**src/hdl/mva_pkg.sv**
```systemverilog
package mva_pkg;

    localparam int VOICE_IDX_W = 4;
    localparam int NOTE_W      = 7;
    localparam int VEL_W       = 7;
    localparam int CMD_W       = 8;
    localparam int CFG_IDX_W   = 2;
    localparam int CFG_DATA_W  = 5;
    localparam int COUNT_W     = 5;

    localparam logic [1:0] MODE_POLY_OMNI = 2'd0;
    localparam logic [1:0] MODE_MONO_OMNI = 2'd1;
    localparam logic [1:0] MODE_POLY_CHAN = 2'd2;
    localparam logic [1:0] MODE_MONO_RANGE = 2'd3;

    localparam logic OP_NOTE  = 1'b0;
    localparam logic OP_CLEAR = 1'b1;

    localparam logic [3:0] KIND_NOTE_OFF = 4'h8;
    localparam logic [3:0] KIND_NOTE_ON  = 4'h9;

    localparam logic [CFG_IDX_W-1:0] CFG_MODE  = 2'd0;
    localparam logic [CFG_IDX_W-1:0] CFG_BASE  = 2'd1;
    localparam logic [CFG_IDX_W-1:0] CFG_COUNT = 2'd2;

    localparam logic STATUS_OK  = 1'b0;
    localparam logic STATUS_BAD = 1'b1;

    typedef enum logic [1:0] {
        ST_IDLE,
        ST_SCAN,
        ST_FINISH
    } t_state;

    typedef struct packed {
        logic load;
        logic step;
        logic finish;
    } t_ctrl_cmd;

    typedef struct packed {
        logic scan_needed;
        logic scan_last;
    } t_dp_status;

endpackage

```
**src/hdl/mva_ctrl.sv**
```systemverilog
module mva_ctrl (
    input  logic                i_clk,
    input  logic                i_rst_n,
    input  logic                start,
    input  mva_pkg::t_dp_status i_status,
    output mva_pkg::t_ctrl_cmd  o_cmd,
    output logic                busy
);
    import mva_pkg::*;

    t_state r_state;
    t_state n_state;

    always_ff @(posedge i_clk) begin
        if (!i_rst_n) begin
            r_state <= ST_IDLE;
        end else begin
            r_state <= n_state;
        end
    end

    always_comb begin
        n_state = r_state;
        o_cmd   = '0;
        busy    = 1'b1;
        case (r_state)
            ST_IDLE: begin
                busy = 1'b0;
                if (start) begin
                    o_cmd.load = 1'b1;
                    n_state    = i_status.scan_needed ? ST_SCAN : ST_FINISH;
                end
            end
            ST_SCAN: begin
                o_cmd.step = 1'b1;
                if (i_status.scan_last) begin
                    n_state = ST_FINISH;
                end
            end
            ST_FINISH: begin
                o_cmd.finish = 1'b1;
                n_state      = ST_IDLE;
            end
            default: begin
                n_state = ST_IDLE;
            end
        endcase
    end

endmodule

```
**src/hdl/mva_datapath.sv**
```systemverilog
module mva_datapath #(
    parameter int MAX_VOICES = 16
) (
    input  logic                               i_clk,
    input  logic                               i_rst_n,
    input  mva_pkg::t_ctrl_cmd                 i_cmd,
    output mva_pkg::t_dp_status                o_status_bits,
    input  logic                               i_cfg_write,
    input  logic [mva_pkg::CFG_IDX_W-1:0]      i_cfg_index,
    input  logic [mva_pkg::CFG_DATA_W-1:0]     i_cfg_data,
    input  logic                               i_opcode,
    input  logic [mva_pkg::CMD_W-1:0]          i_command,
    input  logic [mva_pkg::NOTE_W-1:0]         i_note_number,
    input  logic [mva_pkg::VEL_W-1:0]          i_note_velocity,
    output logic                               o_done,
    output logic                               o_status,
    output logic                               o_action_valid,
    output logic [mva_pkg::VOICE_IDX_W-1:0]    o_voice_index,
    output logic [mva_pkg::NOTE_W-1:0]         o_action_note,
    output logic [mva_pkg::VEL_W-1:0]          o_action_velocity,
    output logic                               o_action_on
);
    import mva_pkg::*;

    localparam int IW = (MAX_VOICES > 1) ? $clog2(MAX_VOICES) : 1;
    localparam logic [COUNT_W-1:0] MAXV = COUNT_W'(MAX_VOICES);

    // config
    logic [1:0]         r_mode;
    logic [3:0]         r_base;
    logic [COUNT_W-1:0] r_count;

    // voice table; note is only meaningful while the voice is active
    logic [MAX_VOICES-1:0] r_active;
    logic [NOTE_W-1:0]     r_vnote [MAX_VOICES];

    // latched message
    logic              r_clear;
    logic              r_bad;
    logic              r_poly;
    logic              r_is_on;
    logic              r_mono_ok;
    logic [NOTE_W-1:0] r_note;
    logic [VEL_W-1:0]  r_vel;

    // scan
    logic [IW-1:0] r_idx;
    logic          r_found_on;
    logic [IW-1:0] r_on_idx;
    logic          r_found_free;
    logic [IW-1:0] r_free_idx;

    // result
    logic                   r_done;
    logic                   r_res_status;
    logic                   r_res_valid;
    logic [VOICE_IDX_W-1:0] r_res_idx;
    logic [NOTE_W-1:0]      r_res_note;
    logic [VEL_W-1:0]       r_res_vel;
    logic                   r_res_on;

    logic [COUNT_W-1:0] n_used;
    logic [3:0]         in_kind;
    logic [3:0]         in_ch;
    logic               in_on;
    logic               in_off;
    logic               in_poly;
    logic               in_accept;
    logic [3:0]         in_mono;
    logic [COUNT_W-1:0] base_plus_n;
    logic               rd_active;
    logic [NOTE_W-1:0]  rd_note;
    logic               hit;
    logic [IW-1:0]      widx;

    always_comb begin
        if (r_count == '0) begin
            n_used = COUNT_W'(1);
        end else if (r_count > MAXV) begin
            n_used = MAXV;
        end else begin
            n_used = r_count;
        end
    end

    assign in_kind     = i_command[7:4];
    assign in_ch       = i_command[3:0];
    assign in_on       = (in_kind == KIND_NOTE_ON) && (i_note_velocity != '0);
    assign in_off      = (in_kind == KIND_NOTE_OFF) ||
                         ((in_kind == KIND_NOTE_ON) && (i_note_velocity == '0));
    assign in_poly     = (r_mode == MODE_POLY_OMNI) || (r_mode == MODE_POLY_CHAN);
    assign base_plus_n = COUNT_W'(r_base) + n_used;

    always_comb begin
        case (r_mode)
            MODE_POLY_CHAN:  in_accept = (in_ch == r_base);
            MODE_MONO_RANGE: in_accept = (in_ch >= r_base) &&
                                         (COUNT_W'(in_ch) < base_plus_n);
            default:         in_accept = 1'b1;
        endcase
    end

    assign in_mono = (r_mode == MODE_MONO_RANGE) ? (in_ch - r_base) : 4'd0;

    assign o_status_bits.scan_needed = (i_opcode == OP_NOTE) && in_poly && in_accept &&
                                       (in_on || in_off);
    assign o_status_bits.scan_last   = (COUNT_W'(r_idx) == (n_used - COUNT_W'(1)));

    // single read port, addressed by the scan pointer
    assign rd_active = r_active[r_idx];
    assign rd_note   = r_vnote[r_idx];

    always_comb begin
        hit  = 1'b0;
        widx = r_idx;
        if (r_poly) begin
            if (r_is_on) begin
                hit  = !r_found_on && r_found_free;
                widx = r_free_idx;
            end else begin
                hit  = r_found_on;
                widx = r_on_idx;
            end
        end else if (r_mono_ok) begin
            if (r_is_on) begin
                hit = !rd_active || (rd_note < r_note);
            end else begin
                hit = rd_active && (rd_note == r_note);
            end
        end
        if (r_clear || r_bad) begin
            hit = 1'b0;
        end
    end

    always_ff @(posedge i_clk) begin
        if (!i_rst_n) begin
            r_mode   <= MODE_POLY_OMNI;
            r_base   <= '0;
            r_count  <= COUNT_W'(16);
            r_active <= '0;
            r_done   <= 1'b0;
        end else begin
            r_done <= i_cmd.finish;
            if (i_cfg_write) begin
                case (i_cfg_index)
                    CFG_MODE: begin
                        r_mode   <= i_cfg_data[1:0];
                        r_active <= '0;
                    end
                    CFG_BASE:  r_base  <= i_cfg_data[3:0];
                    CFG_COUNT: r_count <= i_cfg_data;
                    default: ;
                endcase
            end
            if (i_cmd.finish) begin
                if (r_clear) begin
                    r_active <= '0;
                end else if (hit) begin
                    r_active[widx] <= r_is_on;
                end
            end
        end
    end

    always_ff @(posedge i_clk) begin
        if (i_cmd.finish && hit) begin
            r_vnote[widx] <= r_note;
        end
    end

    always_ff @(posedge i_clk) begin
        if (i_cmd.load) begin
            r_clear      <= (i_opcode == OP_CLEAR);
            r_bad        <= (i_opcode == OP_NOTE) && !(in_accept && (in_on || in_off));
            r_poly       <= in_poly;
            r_is_on      <= in_on;
            r_mono_ok    <= (COUNT_W'(in_mono) < n_used);
            r_note       <= i_note_number;
            r_vel        <= i_note_velocity;
            r_idx        <= in_poly ? '0 : IW'(in_mono);
            r_found_on   <= 1'b0;
            r_found_free <= 1'b0;
        end else if (i_cmd.step) begin
            if (rd_active && (rd_note == r_note) && !r_found_on) begin
                r_found_on <= 1'b1;
                r_on_idx   <= r_idx;
            end
            if (!rd_active && !r_found_free) begin
                r_found_free <= 1'b1;
                r_free_idx   <= r_idx;
            end
            r_idx <= IW'(r_idx + 1'b1);
        end
    end

    always_ff @(posedge i_clk) begin
        if (i_cmd.finish) begin
            r_res_status <= r_bad ? STATUS_BAD : STATUS_OK;
            r_res_valid  <= hit;
            r_res_idx    <= hit ? VOICE_IDX_W'(widx) : '0;
            r_res_note   <= hit ? r_note : '0;
            r_res_vel    <= hit ? r_vel : '0;
            r_res_on     <= hit && r_is_on;
        end
    end

    assign o_done            = r_done;
    assign o_status          = r_res_status;
    assign o_action_valid    = r_res_valid;
    assign o_voice_index     = r_res_idx;
    assign o_action_note     = r_res_note;
    assign o_action_velocity = r_res_vel;
    assign o_action_on       = r_res_on;

endmodule

```
**src/hdl/midi_voice_allocator.sv**
```systemverilog
// channel   direction  handshake                 payload
// command   in         start & !busy             i_opcode, i_command, i_note_number,
//                                                i_note_velocity
// result    out        o_done (one-cycle strobe) o_status, o_action_valid, o_voice_index,
//                                                o_action_note, o_action_velocity, o_action_on
// config    in         i_cfg_valid & o_cfg_ready i_cfg_index, i_cfg_data
//
// Accepted poly note messages scan the voice table one entry per cycle, over the n voices in use.
// Mono messages, clears and rejected messages do not scan the table.
// The result strobe comes the cycle after the finish state; busy is already low then.
// Reset is synchronous, active low: table empty, mode 0, base channel 0, 16 voices.
// Results cannot be held off by the receiver; o_done lasts exactly one cycle.
module midi_voice_allocator #(
    parameter int MAX_VOICES = 16
) (
    input  logic                            i_clk,
    input  logic                            i_rst_n,
    input  logic                            start,
    output logic                            busy,
    input  logic                            i_opcode,
    input  logic [mva_pkg::CMD_W-1:0]       i_command,
    input  logic [mva_pkg::NOTE_W-1:0]      i_note_number,
    input  logic [mva_pkg::VEL_W-1:0]       i_note_velocity,
    output logic                            o_done,
    output logic                            o_status,
    output logic                            o_action_valid,
    output logic [mva_pkg::VOICE_IDX_W-1:0] o_voice_index,
    output logic [mva_pkg::NOTE_W-1:0]      o_action_note,
    output logic [mva_pkg::VEL_W-1:0]       o_action_velocity,
    output logic                            o_action_on,
    input  logic                            i_cfg_valid,
    output logic                            o_cfg_ready,
    input  logic [mva_pkg::CFG_IDX_W-1:0]   i_cfg_index,
    input  logic [mva_pkg::CFG_DATA_W-1:0]  i_cfg_data
);
    import mva_pkg::*;

    t_ctrl_cmd  cmd;
    t_dp_status dp_status;
    logic       ctrl_busy;

    assign busy        = ctrl_busy;
    // a command transfer in the same cycle takes precedence over a register write
    assign o_cfg_ready = !ctrl_busy && !start;

    mva_ctrl u_ctrl (
        .i_clk    (i_clk),
        .i_rst_n  (i_rst_n),
        .start    (start),
        .i_status (dp_status),
        .o_cmd    (cmd),
        .busy     (ctrl_busy)
    );

    mva_datapath #(
        .MAX_VOICES (MAX_VOICES)
    ) u_datapath (
        .i_clk             (i_clk),
        .i_rst_n           (i_rst_n),
        .i_cmd             (cmd),
        .o_status_bits     (dp_status),
        .i_cfg_write       (i_cfg_valid && o_cfg_ready),
        .i_cfg_index       (i_cfg_index),
        .i_cfg_data        (i_cfg_data),
        .i_opcode          (i_opcode),
        .i_command         (i_command),
        .i_note_number     (i_note_number),
        .i_note_velocity   (i_note_velocity),
        .o_done            (o_done),
        .o_status          (o_status),
        .o_action_valid    (o_action_valid),
        .o_voice_index     (o_voice_index),
        .o_action_note     (o_action_note),
        .o_action_velocity (o_action_velocity),
        .o_action_on       (o_action_on)
    );

endmodule

```
**config.mk**
```make
export PLATFORM = sky130hd
export DESIGN_NAME = midi_voice_allocator
export DESIGN_NICKNAME = d
export VERILOG_FILES = /design/src/hdl/mva_pkg.sv /design/src/hdl/mva_ctrl.sv /design/src/hdl/mva_datapath.sv /design/src/hdl/midi_voice_allocator.sv
export SDC_FILE = /design/constraint.sdc
export NUM_CORES = 1
export LEC_CHECK = 0
export BUFFER_PORTS_ARGS = -buffer_cell sky130_fd_sc_hd__buf_2
export CAP_MARGIN = 20
export CORE_MARGIN = 8
export CORE_UTILIZATION = 60
export CTS_BUF_LIST = sky130_fd_sc_hd__clkbuf_16
export CTS_CLUSTER_SIZE = 40
export DETAILED_ROUTE_END_ITERATION = 12
export PLACE_DENSITY = 0.79
export SYNTH_ARGS = -nofsm -noshare
export SYNTH_HDL_FRONTEND = slang
export SYNTH_SLANG_ARGS = --single-unit
```
**constraint.sdc**
```tcl
create_clock -name i_clk -period 5.16 [get_ports i_clk]
set_clock_uncertainty 0.05 [all_clocks]
set_input_delay 0.516 -clock i_clk [delete_from_list [all_inputs] [get_ports i_clk]]
set_output_delay 0.516 -clock i_clk [all_outputs]
set_load 0.005 [all_outputs]
```
==> results of run 1 <==
==> sequential cells by signal (all words and copies together) (netlist names), 2 cells and up, named ones only <==
register and flops:
u_ctrl.r_state 2, u_datapath.o_action_note 7, u_datapath.o_action_velocity 7, u_datapath.o_voice_index 4
u_datapath.r_active 16, u_datapath.r_base 4, u_datapath.r_count 5, u_datapath.r_free_idx 4
u_datapath.r_idx 4, u_datapath.r_mode 2, u_datapath.r_note 7, u_datapath.r_on_idx 4
u_datapath.r_vel 7, u_datapath.r_vnote 112
==> metrics by stage <==
stage	worst slack (ns)	cell area, um2	total power [mW]	hold slack [ns]
finish	0.854	9990	3.44	0.199
global placement	0.930	9410	2.16	0.426
global route	0.631	9990	3.55	0.188
CTS	0.855	9990	3.45	0.190
detailed placement	0.880	9410	2.18	0.438
floorplan	0.807	8870	2.08	0.389
==> power groups by stage <==
stage          Sequential [mW]  Combinational [mW]  Clock (mW)
3_5_place_dp              1.86               0.315           0
6_report                  1.83               0.324        1.29
4_1_cts                   1.82               0.320        1.31
5_1_grt                   1.83               0.348        1.38
2_1_floorplan             1.83               0.246           0
3_3_place_gp              1.86               0.306           0
==> path summary, 6_finish.rpt <==
kind                                                             to  cells after the start  slack, ns                              start
worst max register to register  u_datapath.r_vnote[15][1]$_DFFE_PP_                     11       0.85                          flip-flop
worst max-delay path            u_datapath.r_vnote[15][1]$_DFFE_PP_                     11       0.85                          flip-flop
worst min-delay path                 u_datapath.r_note[2]$_DFFE_PP_                      1       0.20                   i_note_number[2]
worst min register to register    u_datapath.r_base[2]$_SDFFE_PN0P_                      2       0.45  u_datapath.r_base[2]$_SDFFE_PN0P_
==> area by class of cell <==
cell class / instances / area share
Sequential cell: 200 / 0.565
Multi-Input combinational cell: 349 / 0.301
Timing Repair Buffer: 76 / 0.0428
Clock buffer: 17 / 0.0426
Tap cell: 184 / 0.0231
Clock inverter: 15 / 0.0152
Inverter: 26 / 0.00977
==> Yosys cell counts (all sizes together), types with 5 or more instances <==
library cell / count / share of area
clkbuf: 13 / 0.0056
nor3: 18 / 0.011
mux4: 39 / 0.099
mux2i: 14 / 0.017
ha: 23 / 0.032
dfxtp: 36 / 0.081
buf: 11 / 0.0085
o311ai: 16 / 0.017
nand4: 5 / 0.0035
nor2: 41 / 0.018
o21ai: 21 / 0.013
o21a: 5 / 0.0042
nor2b: 19 / 0.013
nand2: 40 / 0.017
mux2: 8 / 0.011
nand3: 11 / 0.0062
xnor2: 6 / 0.0059
inv: 26 / 0.011
edfxtp: 164 / 0.55
a21oi: 20 / 0.011
a21o: 8 / 0.0068
nand2b: 7 / 0.0049
a21boi: 5 / 0.0042
==> cells by family (layout without fill, tap and decap cells) <==
family                     after synthesis  after routing  share of synthesized area
xor gates and xnor gates                 9              9                    0.00888
adders and majority gates               25             25                     0.0369
buffers and inverters                   50            134                     0.0251
muxes                                   61             61                      0.127
DFF                                    200            200                      0.636
AOI/OAI and AO/OA                       89             89                     0.0678
and+or+nand+nor                        165            165                     0.0983
==> per-layer routing <==
layer  track usage  vias to the layer above
met4        0.0935                        0
met2         0.338                      310
met5             0                        -
li1              -                     2462
met1         0.284                     2730
met3        0.0543                       42
==> worst max-delay path, delay by kind of cell, from the launching register on <==
| family | cells | cell delay (ns) |
|---|---|---|
| AND/OR/NAND/NOR | 6 | 1.53 |
| multiplexers | 2 | 1.09 |
| buffers and inverters | 2 | 0.67 |
| flip-flops | 1 | 0.32 |
| adder cells (fa/ha/maj) | 1 | 0.32 |
==> metrics.md, run 1 <==
| Metric | Value |
|---|---|
| Outcome | complete, no violations |
| Reg clk slew, reported paths | 0.07 ns |
| Synth cell types | 58 |
| Hold-fix buffers at CTS | 0 |
| Required time of the critical path | 5.26 ns |
| Crit. End Element | flip-flop |
| Worst-skew pair later-pin latency | 0.44 ns |
| Power per cell area | 345 mW/mm2 |
| Met3 WL | 1.78 mm |
| Hold Fails Final Rpt | 0 |
| Root Driver | clkbuf_16 |
| Fraction of layout cells with a size suffix above 1 | 0.246 |
| CTS resizes | 0 |
| Diode count | 0 |
| Routability Congestion | 0.892 |
| Setup TNS | 0 ns |
| Tcrit/Tclk final | 0.834 |
| CP Cell Sequence | buf_4 > mux4_2 > mux4_2 > ha_1 > nand4_1 > nor4b_2 > or3b_1 > nand3b_4 > nor2_2 > nor3_1 > buf_4 |
| Commonest non-fill, non-tap cell in the layout | edfxtp_1 |
| Mapped Cells | 599 |
| Clock Power Share | 0.376 |
| # H-tree levels | 4 |
| # rows | 44 |
| Critical Path Slowest Stage Cell | mux4_2 |
| Setup repair bufs after CTS | 0 |
| Nets | 729 |
| FF+latch count, synth | 200 |
| Initial antenna violation count | 0 |
| Filler instances | 927 |
| Initial Util | 0.613 |
| Grt ovf | 0 |
| Sink Count | 200 |
| DR DRC count | 0 |
| Port Buffers | 57 |
| Die height | 138 um |
| Top routing layer in use | met4 |
| Power share of the combinational group | 0.094 |
| Final wirelength | 19.3 mm |
| Synthesized area per cell | 14.8 um2 |
| Multi-input combinational cell area | 0.00301 mm2 |
| Vias in the first global route | 5551 |
| Sw Share | 0.231 |
| Die Wd | 138 um |
| CTS Buffer Depth | 2 |
| First-pass GRT wire length | 30.5 mm |
| WL met2 | 9.03 mm |
| Setup crit start kind | flip-flop |
| Final setup violation count | 0 |
| CP Data Arrival Time | 4.40 ns |
| Max Clk Rate | 232 MHz |
| HPWL after DPL | 13.4 mm |
| Vias | 5544 |
| Mapped Area | 0.00887 mm2 |
| Num ports | 58 |
| Drt pass-1 iters | 6 |
| RSZ-0062 raised after global routing | no |
| Net Switching | 0.795 mW |
| Crit-path max FO | 28 |
| Max VDD drop | 0.240 mV |
| CP max stage delay | 0.62 ns |
| Dpl cells | 835 |
| Most frequent cells in the layout | edfxtp_1, buf_2, nor2_1, nand2_1, mux4_2 |
| Clock buffer count from CTS | 17 |
| EDFF count, synth | 164 |
| Routed Antenna Nets | 0 |
| Layout area overhead | 12.5% |
| Max-slew violations | 0 |
| Hold crit path type | in2reg |
| Register area share after synthesis | 0.636 |
| Vias per inst | 6.39 |
| Seq pwr share | 0.530 |
| 1st-iter DRT viols | 583 |
| Fin cells | 867 |
| DRT met1 WL | 7.99 mm |
| Core area | 0.0145 mm2 |
| Primary FF master, synth | edfxtp_1 |
| Slew HR | 0.431 |
| Flip-flop and latch area | 0.00565 mm2 |
| Type of the worst setup path | reg2reg |
| Crit path time final | 4.31 ns |
| Total Routing Usage GR | 0.217 |
| Pin count of the biggest net entering global routing | 29 |
| Pleak | 3.55 nW |
| Worst Tran Pin Value | 0.854 ns |
| Asr flop ratio synth | 0 |
| Die Area | 0.0189 mm2 |
| End-of-flow core utilization | 0.690 |
| Internal | 2.65 mW |
| Wirelength per Cell | 22.3 um |
| Ys Warns | 0 |
| CTS tree | yes |
| Max cap viols | 0 |
| Syn Nets | 658 |
Note: power is estimated with default switching activity, not from simulation.
==> run 2, diff against run 1 <==
- CORE_UTILIZATION: 60 -> 55
- PLACE_DENSITY: 0.79 -> 0.76
- clock period: 5.16 -> 3.77 ns (I/O delays scaled with it)
==> run 2 against run 1 <==
Net effect: the flow now finishes with violations (negative setup slack); clock power up 34%; hold slack worse by 0.14 ns; count of clock-buffer cells in the layout unchanged; wire length up 16%; final cell count up 7.0%; cell area up 8.5%; sequential share of layout area down 4.4 points; power up 41%; critical endpoint is now u_datapath.r_vnote[14][5]$_DFFE_PP_; largest cell class unchanged; highest routed layer is now met5.
==> metrics.md, run 2 (same netlist as run 1, synthesis figures left out) <==
| Metric | Value |
|---|---|
| Failing checks | negative setup slack |
| Drt pass-1 iters | 6 (unchanged) |
| CTS Buffer Depth | 2 (unchanged) |
| Hold path cells | 1 (unchanged) |
| Sink Count | 200 (unchanged) |
| Max VDD drop | 0.357 mV (was 0.240 mV) |
| Power per cell area | 447 mW/mm2 (was 345 mW/mm2) |
| Reg clk slew, reported paths | 0.08 ns (was 0.07 ns) |
| Reg2reg end | u_datapath.r_vnote[14][5]$_DFFE_PP_ (was u_datapath.r_vnote[15][1]$_DFFE_PP_) |
| Grt ovf | 0 (unchanged) |
| Vias per inst | 6.25 (was 6.39) |
| Die Wd | 143 um (was 138 um) |
| End-of-flow core utilization | 0.685 (was 0.690) |
| Clock buffer count from CTS | 17 (unchanged) |
| Reg2reg setup slack | -0.17 ns (was 0.85 ns) |
| Setup TNS | -11.18 ns (was 0 ns) |
| Most frequent cells in the layout | edfxtp_1, buf_2, nand2_1, mux4_2, dfxtp_1 (was edfxtp_1, buf_2, nor2_1, nand2_1, mux4_2) |
| Type of the worst setup path | reg2reg (unchanged) |
| Crit-path max FO | 8 (was 28) |
| GRT met3 Usage | 0.0698 (was 0.0543) |
| First-pass GRT wire length | 33.3 mm (was 30.5 mm) |
| Die height | 143 um (was 138 um) |
| Finished layout cell area | 0.0108 mm2 (was 0.00999 mm2) |
| Dpl cell area | 0.00969 mm2 (was 0.00941 mm2) |
| Max-slew violations | 0 (unchanged) |
| Commonest non-fill, non-tap cell in the layout | edfxtp_1 (unchanged) |
| Met1 Usage GRT | 0.275 (was 0.284) |
| Nets | 758 (was 729) |
| Routed Antenna Nets | 0 (unchanged) |
| DR DRC count | 0 (unchanged) |
| Port Buffers | 57 (unchanged) |
| Power Total | 4.84 mW (was 3.44 mW) |
| Routability Congestion | 0.928 (was 0.892) |
| Root Driver | clkbuf_16 (unchanged) |
| Max reg flops | 112 (unchanged) |
| Fraction of layout cells with a size suffix above 1 | 0.329 (was 0.246) |
| Num ports | 58 (unchanged) |
| Register-to-Register Path Depth | 12 (was 11) |
| Top flop regs | u_datapath.r_vnote: 112 flops, u_datapath.r_active: 16 flops (unchanged) |
| Max cap viols | 0 (unchanged) |
| Slew HR | 0.385 (was 0.431) |
| HPWL after DPL | 14.3 mm (was 13.4 mm) |
| Total Routing Usage GR | 0.223 (was 0.217) |
| Diode count | 0 (unchanged) |
| Initial Util | 0.561 (was 0.613) |
| Core area | 0.0158 mm2 (was 0.0145 mm2) |
| RSZ-0062 raised after global routing | yes (was no) |
| GR peak layer | met2 (unchanged) |
| Initial antenna violation count | 1 (was 0) |
| Crit. End Element | flip-flop (unchanged) |
| Final wirelength | 22.4 mm (was 19.3 mm) |
| Vias | 5804 (was 5544) |
| # H-tree levels | 4 (unchanged) |
| Hold_ws | 0.0600 ns (was 0.199 ns) |
| Worst-skew pair later-pin latency | 0.44 ns (about the same) |
| Die Area | 0.0205 mm2 (was 0.0189 mm2) |
| CP Data Arrival Time | 4.05 ns (was 4.40 ns) |
| Layout area overhead | 22.1% (was 12.5%) |
| Tcrit/Tclk final | 1.05 (was 0.834) |
| Required time of the critical path | 3.87 ns (was 5.26 ns) |
| Met2 Track Usage GR | 0.364 (was 0.338) |
| Pin count of the biggest net entering global routing | 29 (unchanged) |
| Hold crit path type | in2reg (unchanged) |
| Vias in the first global route | 5756 (was 5551) |
| CTS tree | yes (unchanged) |
| Wirelength per Cell | 24.2 um (was 22.3 um) |
| 1st-iter DRT viols | 823 (was 583) |
| Setup crit start kind | flip-flop (unchanged) |
| Max Clk Rate | 254 MHz (was 232 MHz) |
| Final setup violation count | 147 (was 0) |
| Min-delay src | i_note_number[3] (was i_note_number[2]) |
| # rows | 46 (was 44) |
| Pleak | 3.93 nW (was 3.55 nW) |
| Worst Hold Path EP | u_datapath.r_note[3]$_DFFE_PP_ (was u_datapath.r_note[2]$_DFFE_PP_) |
| Largest reg by FF count | u_datapath.r_vnote (unchanged) |
| Hold Fails Final Rpt | 0 (unchanged) |
| Crit path time final | 3.94 ns (was 4.31 ns) |
| Outcome | finished with violations (was complete, no violations) |
| Fin worst setup slack | -0.172 ns (was 0.854 ns) |
| Worst Tran Pin Value | 0.918 ns (was 0.854 ns) |
[run 2: cell types whose count changed in the layout (fill, tap and decap cells not counted), sizes merged]
cell	delta
buf	+26
inv	+4
clkinv	-1
bufinv	-2
clkinvlp	-1
clkbuf	+2
nor2	+1
[run 2: how the worst max path moves through the flow]
stage / slack [ns] / cells after the start / endpoint
6_report: -0.17 / 12 / u_datapath.r_vnote[14][5]$_DFFE_PP_
5_1_grt: -0.25 / 12 / u_datapath.r_vnote[14][5]$_DFFE_PP_
4_1_cts: -0.07 / 13 / u_datapath.r_vnote[6][4]$_DFFE_PP_
3_5_place_dp: -0.19 / 12 / u_datapath.r_vnote[14][1]$_DFFE_PP_
3_3_place_gp: -0.16 / 12 / u_datapath.r_vnote[14][1]$_DFFE_PP_
2_1_floorplan: 0.00009 / 12 / u_datapath.r_vnote[11][0]$_DFFE_PP_
[run 2: through the flow]
stage | setup slack, ns | std cells
after floorplan | 0.0000915 | 599
after CTS | -0.0670 | 925
after detailed placement | -0.186 | 874
after global placement | -0.161 | 874
after global routing | -0.247 | 928
final | -0.172 | 928
[run 2: cell type report]
type / count / area, um2
Tap cell: 216 / 270
Clock buffer: 17 / 425
Sequential cell: 200 / 5650
Multi-Input combinational cell: 350 / 3340
Clock inverter: 15 / 134
Inverter: 26 / 97.6
Fill cell: 1025 / 4990
Timing Repair Buffer: 104 / 917
[run 2: worst max-delay path, cell delays in order, from the launching register on]
cell	delay, ns
dfxtp_4	0.43
buf_12	0.16
mux4_2	0.55
mux4_2	0.53
ha_4	0.30
nand4_1	0.18
nor4b_4	0.32
or3b_4	0.42
nand3b_4	0.13
buf_6	0.13
o21ai_4	0.11
nor2_4	0.18
buf_6	0.16
[run 2: what timing repair did]
action | CTS | global route
resized for setup | 20 | 31
buffers inserted | 16 | 2
pin swaps | 13 | 16
gates cloned | 3 | 3
hold buffers | 0 | 0
endpoints found under the setup margin | 133 | 148
[run 2: report_power, final]
group | internal [mW] | leakage (nW) | total [mW] | switching (mW)
combinational | 0.302 | 1.87 | 0.622 | 0.321
sequential | 2.43 | 1.79 | 2.48 | 0.0521
clock | 0.872 | 0.271 | 1.73 | 0.862
total | 3.61 | 3.93 | 4.84 | 1.24
[run 2: routing by layer]
layer / vias up / wire length (um)
li1: 2523 / -
met1: 2853 / 8670
met2: 369 / 10900
met3: 57 / 2250
met4: 2 / 593
met5: - / 10
==> run 3, diff against run 2 <==
- ABC_AREA: default -> 1
- REMOVE_ABC_BUFFERS: default -> 1
- SKIP_CTS_REPAIR_TIMING: default -> 1
==> run 3 against run 2 <==
Net effect: the run now ends clean; hold slack worse by 0.0078 ns; combinational power rose by 56%; via count up 16%; critical path type unchanged; critical endpoint is now u_datapath.r_vnote[3][3]$_DFFE_PP_.
==> metrics.md, run 3 <==
| Metric | Value |
|---|---|
| Outcome | complete, no violations (was finished with violations) |
| Synth top area cells | edfxtp_1, dfxtp_1, nand2_1 (was edfxtp_1, mux4_2, dfxtp_1) |
| Max VDD drop | 0.352 mV (was 0.357 mV) |
| Crit. End Element | flip-flop (unchanged) |
| End-of-flow core utilization | 0.626 (was 0.685) |
| Vias in the first global route | 6537 (was 5756) |
| Worst-skew pair later-pin latency | 0.45 ns (was 0.44 ns) |
| Power share of the combinational group | 0.179 (was 0.129) |
| Drt pass-1 iters | 5 (was 6) |
| HPWL after DPL | 15.2 mm (was 14.3 mm) |
| FF+latch count, synth | 200 (unchanged) |
| Crit path time final | 3.53 ns (was 3.94 ns) |
| Hold_ws | 0.0522 ns (was 0.0600 ns) |
| Diode count | 0 (unchanged) |
| Pin count of the biggest net entering global routing | 64 (was 29) |
| RSZ-0062 raised after global routing | yes (unchanged) |
| Required time of the critical path | 3.81 ns (was 3.87 ns) |
| Met3 WL | 1.12 mm (was 2.25 mm) |
| List of most frequent post-synthesis cells | edfxtp_1, nand2_1, inv_1, o21ai_0, nor2_1 (was edfxtp_1, nand2_1, nor2_1, mux4_2, dfxtp_1) |
| Max reg flops | 112 (unchanged) |
| Hold Fails Final Rpt | 0 (unchanged) |
| Most frequent cells in the layout | nand2_1, edfxtp_1, inv_1, o21ai_0, nor2_1 (was edfxtp_1, buf_2, nand2_1, mux4_2, dfxtp_1) |
| Reg2reg setup slack | 0.24 ns (was -0.17 ns) |
| 1st-iter DRT viols | 671 (was 823) |
| Setup TNS | 0 ns (was -11.18 ns) |
| CTS tree | yes (unchanged) |
| Max-slew violations | 0 (unchanged) |
| Primary FF master, synth | edfxtp_1 (unchanged) |
| Clock buffer count from CTS | 17 (unchanged) |
| Hold crit path type | in2reg (unchanged) |
| Final wirelength | 22.1 mm (was 22.4 mm) |
| Vias | 6759 (was 5804) |
| Internal | 3.79 mW (was 3.61 mW) |
| Sink Count | 200 (unchanged) |
| Total Routing Usage GR | 0.208 (was 0.223) |
| Crit-path max FO | 28 (was 8) |
| # rows | 48 (was 46) |
| Layout area overhead | 13.1% (was 22.1%) |
| Max cap viols | 0 (unchanged) |
| DRT met1 WL | 9.17 mm (was 8.67 mm) |
| Final setup violation count | 0 (was 147) |
| Ys Warns | 0 (unchanged) |
| Type of the worst setup path | reg2reg (unchanged) |
| Asr flop ratio synth | 0 (unchanged) |
| Die Wd | 147 um (was 143 um) |
| Top flop regs | u_datapath.r_vnote: 112 flops, u_datapath.r_active: 16 flops (unchanged) |
| Synthesized area per cell | 10.3 um2 (was 14.8 um2) |
| Net Switching | 1.63 mW (was 1.24 mW) |
| Port Buffers | 57 (unchanged) |
| Worst Tran Pin Value | 0.854 ns (was 0.918 ns) |
| First-pass GRT wire length | 35.0 mm (was 33.3 mm) |
| Core area | 0.0171 mm2 (was 0.0158 mm2) |
| Routability Congestion | 0.903 (was 0.928) |
| Max Clk Rate | 283 MHz (was 254 MHz) |
| CTS Buffer Depth | 2 (unchanged) |
| # H-tree levels | 4 (unchanged) |
| Mapped Area | 0.00943 mm2 (was 0.00887 mm2) |
| Synth cell types | 45 (was 58) |
| Pleak | 4.18 nW (was 3.93 nW) |
| Die height | 147 um (was 143 um) |
| Routed Antenna Nets | 0 (unchanged) |
| Initial antenna violation count | 0 (was 1) |
| DR DRC count | 0 (unchanged) |
| Reg clk slew, reported paths | 0.08 ns (about the same) |
| Seq pwr share | 0.474 (was 0.513) |
| Vias per inst | 5.54 (was 6.25) |
| Initial Util | 0.553 (was 0.561) |
| Worst slack at placement | 0.203 ns (was -0.186 ns) |
| Sw Share | 0.300 (was 0.255) |
| Fraction of layout cells with a size suffix above 1 | 0.160 (was 0.329) |
| Num ports | 58 (unchanged) |
| Post-synth top area cell | edfxtp_1 (unchanged) |
| WL met2 | 11.4 mm (was 10.9 mm) |
| Power per cell area | 507 mW/mm2 (was 447 mW/mm2) |
| Register area share after synthesis | 0.599 (was 0.636) |
| Mapped Cells | 914 (was 599) |
| Synth top area share | 0.522 (was 0.555) |
| Wirelength per Cell | 18.1 um (was 24.2 um) |
| CP Data Arrival Time | 3.57 ns (was 4.05 ns) |
| Nets | 1042 (was 758) |
| Clock Power Share | 0.347 (was 0.358) |
| Grt ovf | 0 (unchanged) |
| Setup crit start kind | flip-flop (unchanged) |
| Top routing layer in use | met4 (was met5) |
| Die Area | 0.0216 mm2 (was 0.0205 mm2) |
| EDFF count, synth | 164 (unchanged) |
| Largest reg by FF count | u_datapath.r_vnote (unchanged) |
| Root Driver | clkbuf_16 (unchanged) |
| Tcrit/Tclk final | 0.937 (was 1.05) |
| Slew HR | 0.430 (was 0.385) |
| Fin worst setup slack | 0.238 ns (was -0.172 ns) |
-- run 3: layout make-up --
class | instances | area (um2)
Fill cell | 1373 | 6390
Clock buffer | 17 | 425
Sequential cell | 200 | 5650
Multi-Input combinational cell | 567 | 3170
Timing Repair Buffer | 88 | 531
Clock inverter | 15 | 198
Inverter | 109 | 413
Tap cell | 225 | 282
-- run 3: cells by family after synthesis --
group | share of synthesized area
AND/OR/NAND/NOR | 0.151
flip-flops | 0.599
AO/OA/AOI/OAI | 0.109
buffers and inverters | 0.0662
multiplexers | 0.0309
adder cells (fa/ha/maj) | 0.0348
XOR/XNOR | 0.0102
-- run 3: worst max-delay path: stages (launching register included) --
cell,delay [ns]
dfxtp_1,0.40
buf_4,0.34
a21oi_1,0.06
o21ai_0,0.13
o211ai_1,0.17
nand3_1,0.13
nand2_1,0.06
ha_1,0.32
nand4_1,0.15
nor3b_2,0.28
nand3_1,0.11
nand2_1,0.08
nand3_2,0.09
nand2_4,0.08
nand2_4,0.20
nor3_2,0.52
-- run 3: metal layers --
metal	up-vias	track usage
met5	-	0
met4	0	0.0719
met3	33	0.0308
met2	247	0.366
met1	3192	0.257
li1	3287	-
-- run 3: final timing paths --
path	from	endpoint	depth (start not counted)
setup / recovery	flip-flop	u_datapath.r_vnote[3][3]$_DFFE_PP_	15
setup reg to reg	flip-flop	u_datapath.r_vnote[3][3]$_DFFE_PP_	15
hold reg to reg	u_datapath.r_count[1]$_SDFFE_PN0P_	u_datapath.r_count[1]$_SDFFE_PN0P_	2
hold / removal	i_note_number[1]	u_datapath.r_note[1]$_DFFE_PP_	1
-- run 3: stage by stage --
step	total power [mW]	std cells	cell area (um2)
2_1_floorplan	3.23	876	9220
3_5_place_dp	3.56	1188	10000
5_1_grt	5.62	1221	10700
6_report	5.41	1221	10700
3_3_place_gp	3.54	1188	10000
4_1_cts	5.41	1220	10600
-- run 3: power groups by stage --
stage | Combinational [mW] | Sequential, mW | Clock, mW
2_1_floorplan | 0.556 | 2.67 | 0
3_3_place_gp | 0.934 | 2.61 | 0
3_5_place_dp | 0.951 | 2.61 | 0
4_1_cts | 0.958 | 2.56 | 1.89
5_1_grt | 1.07 | 2.57 | 1.97
6_report | 0.969 | 2.56 | 1.88
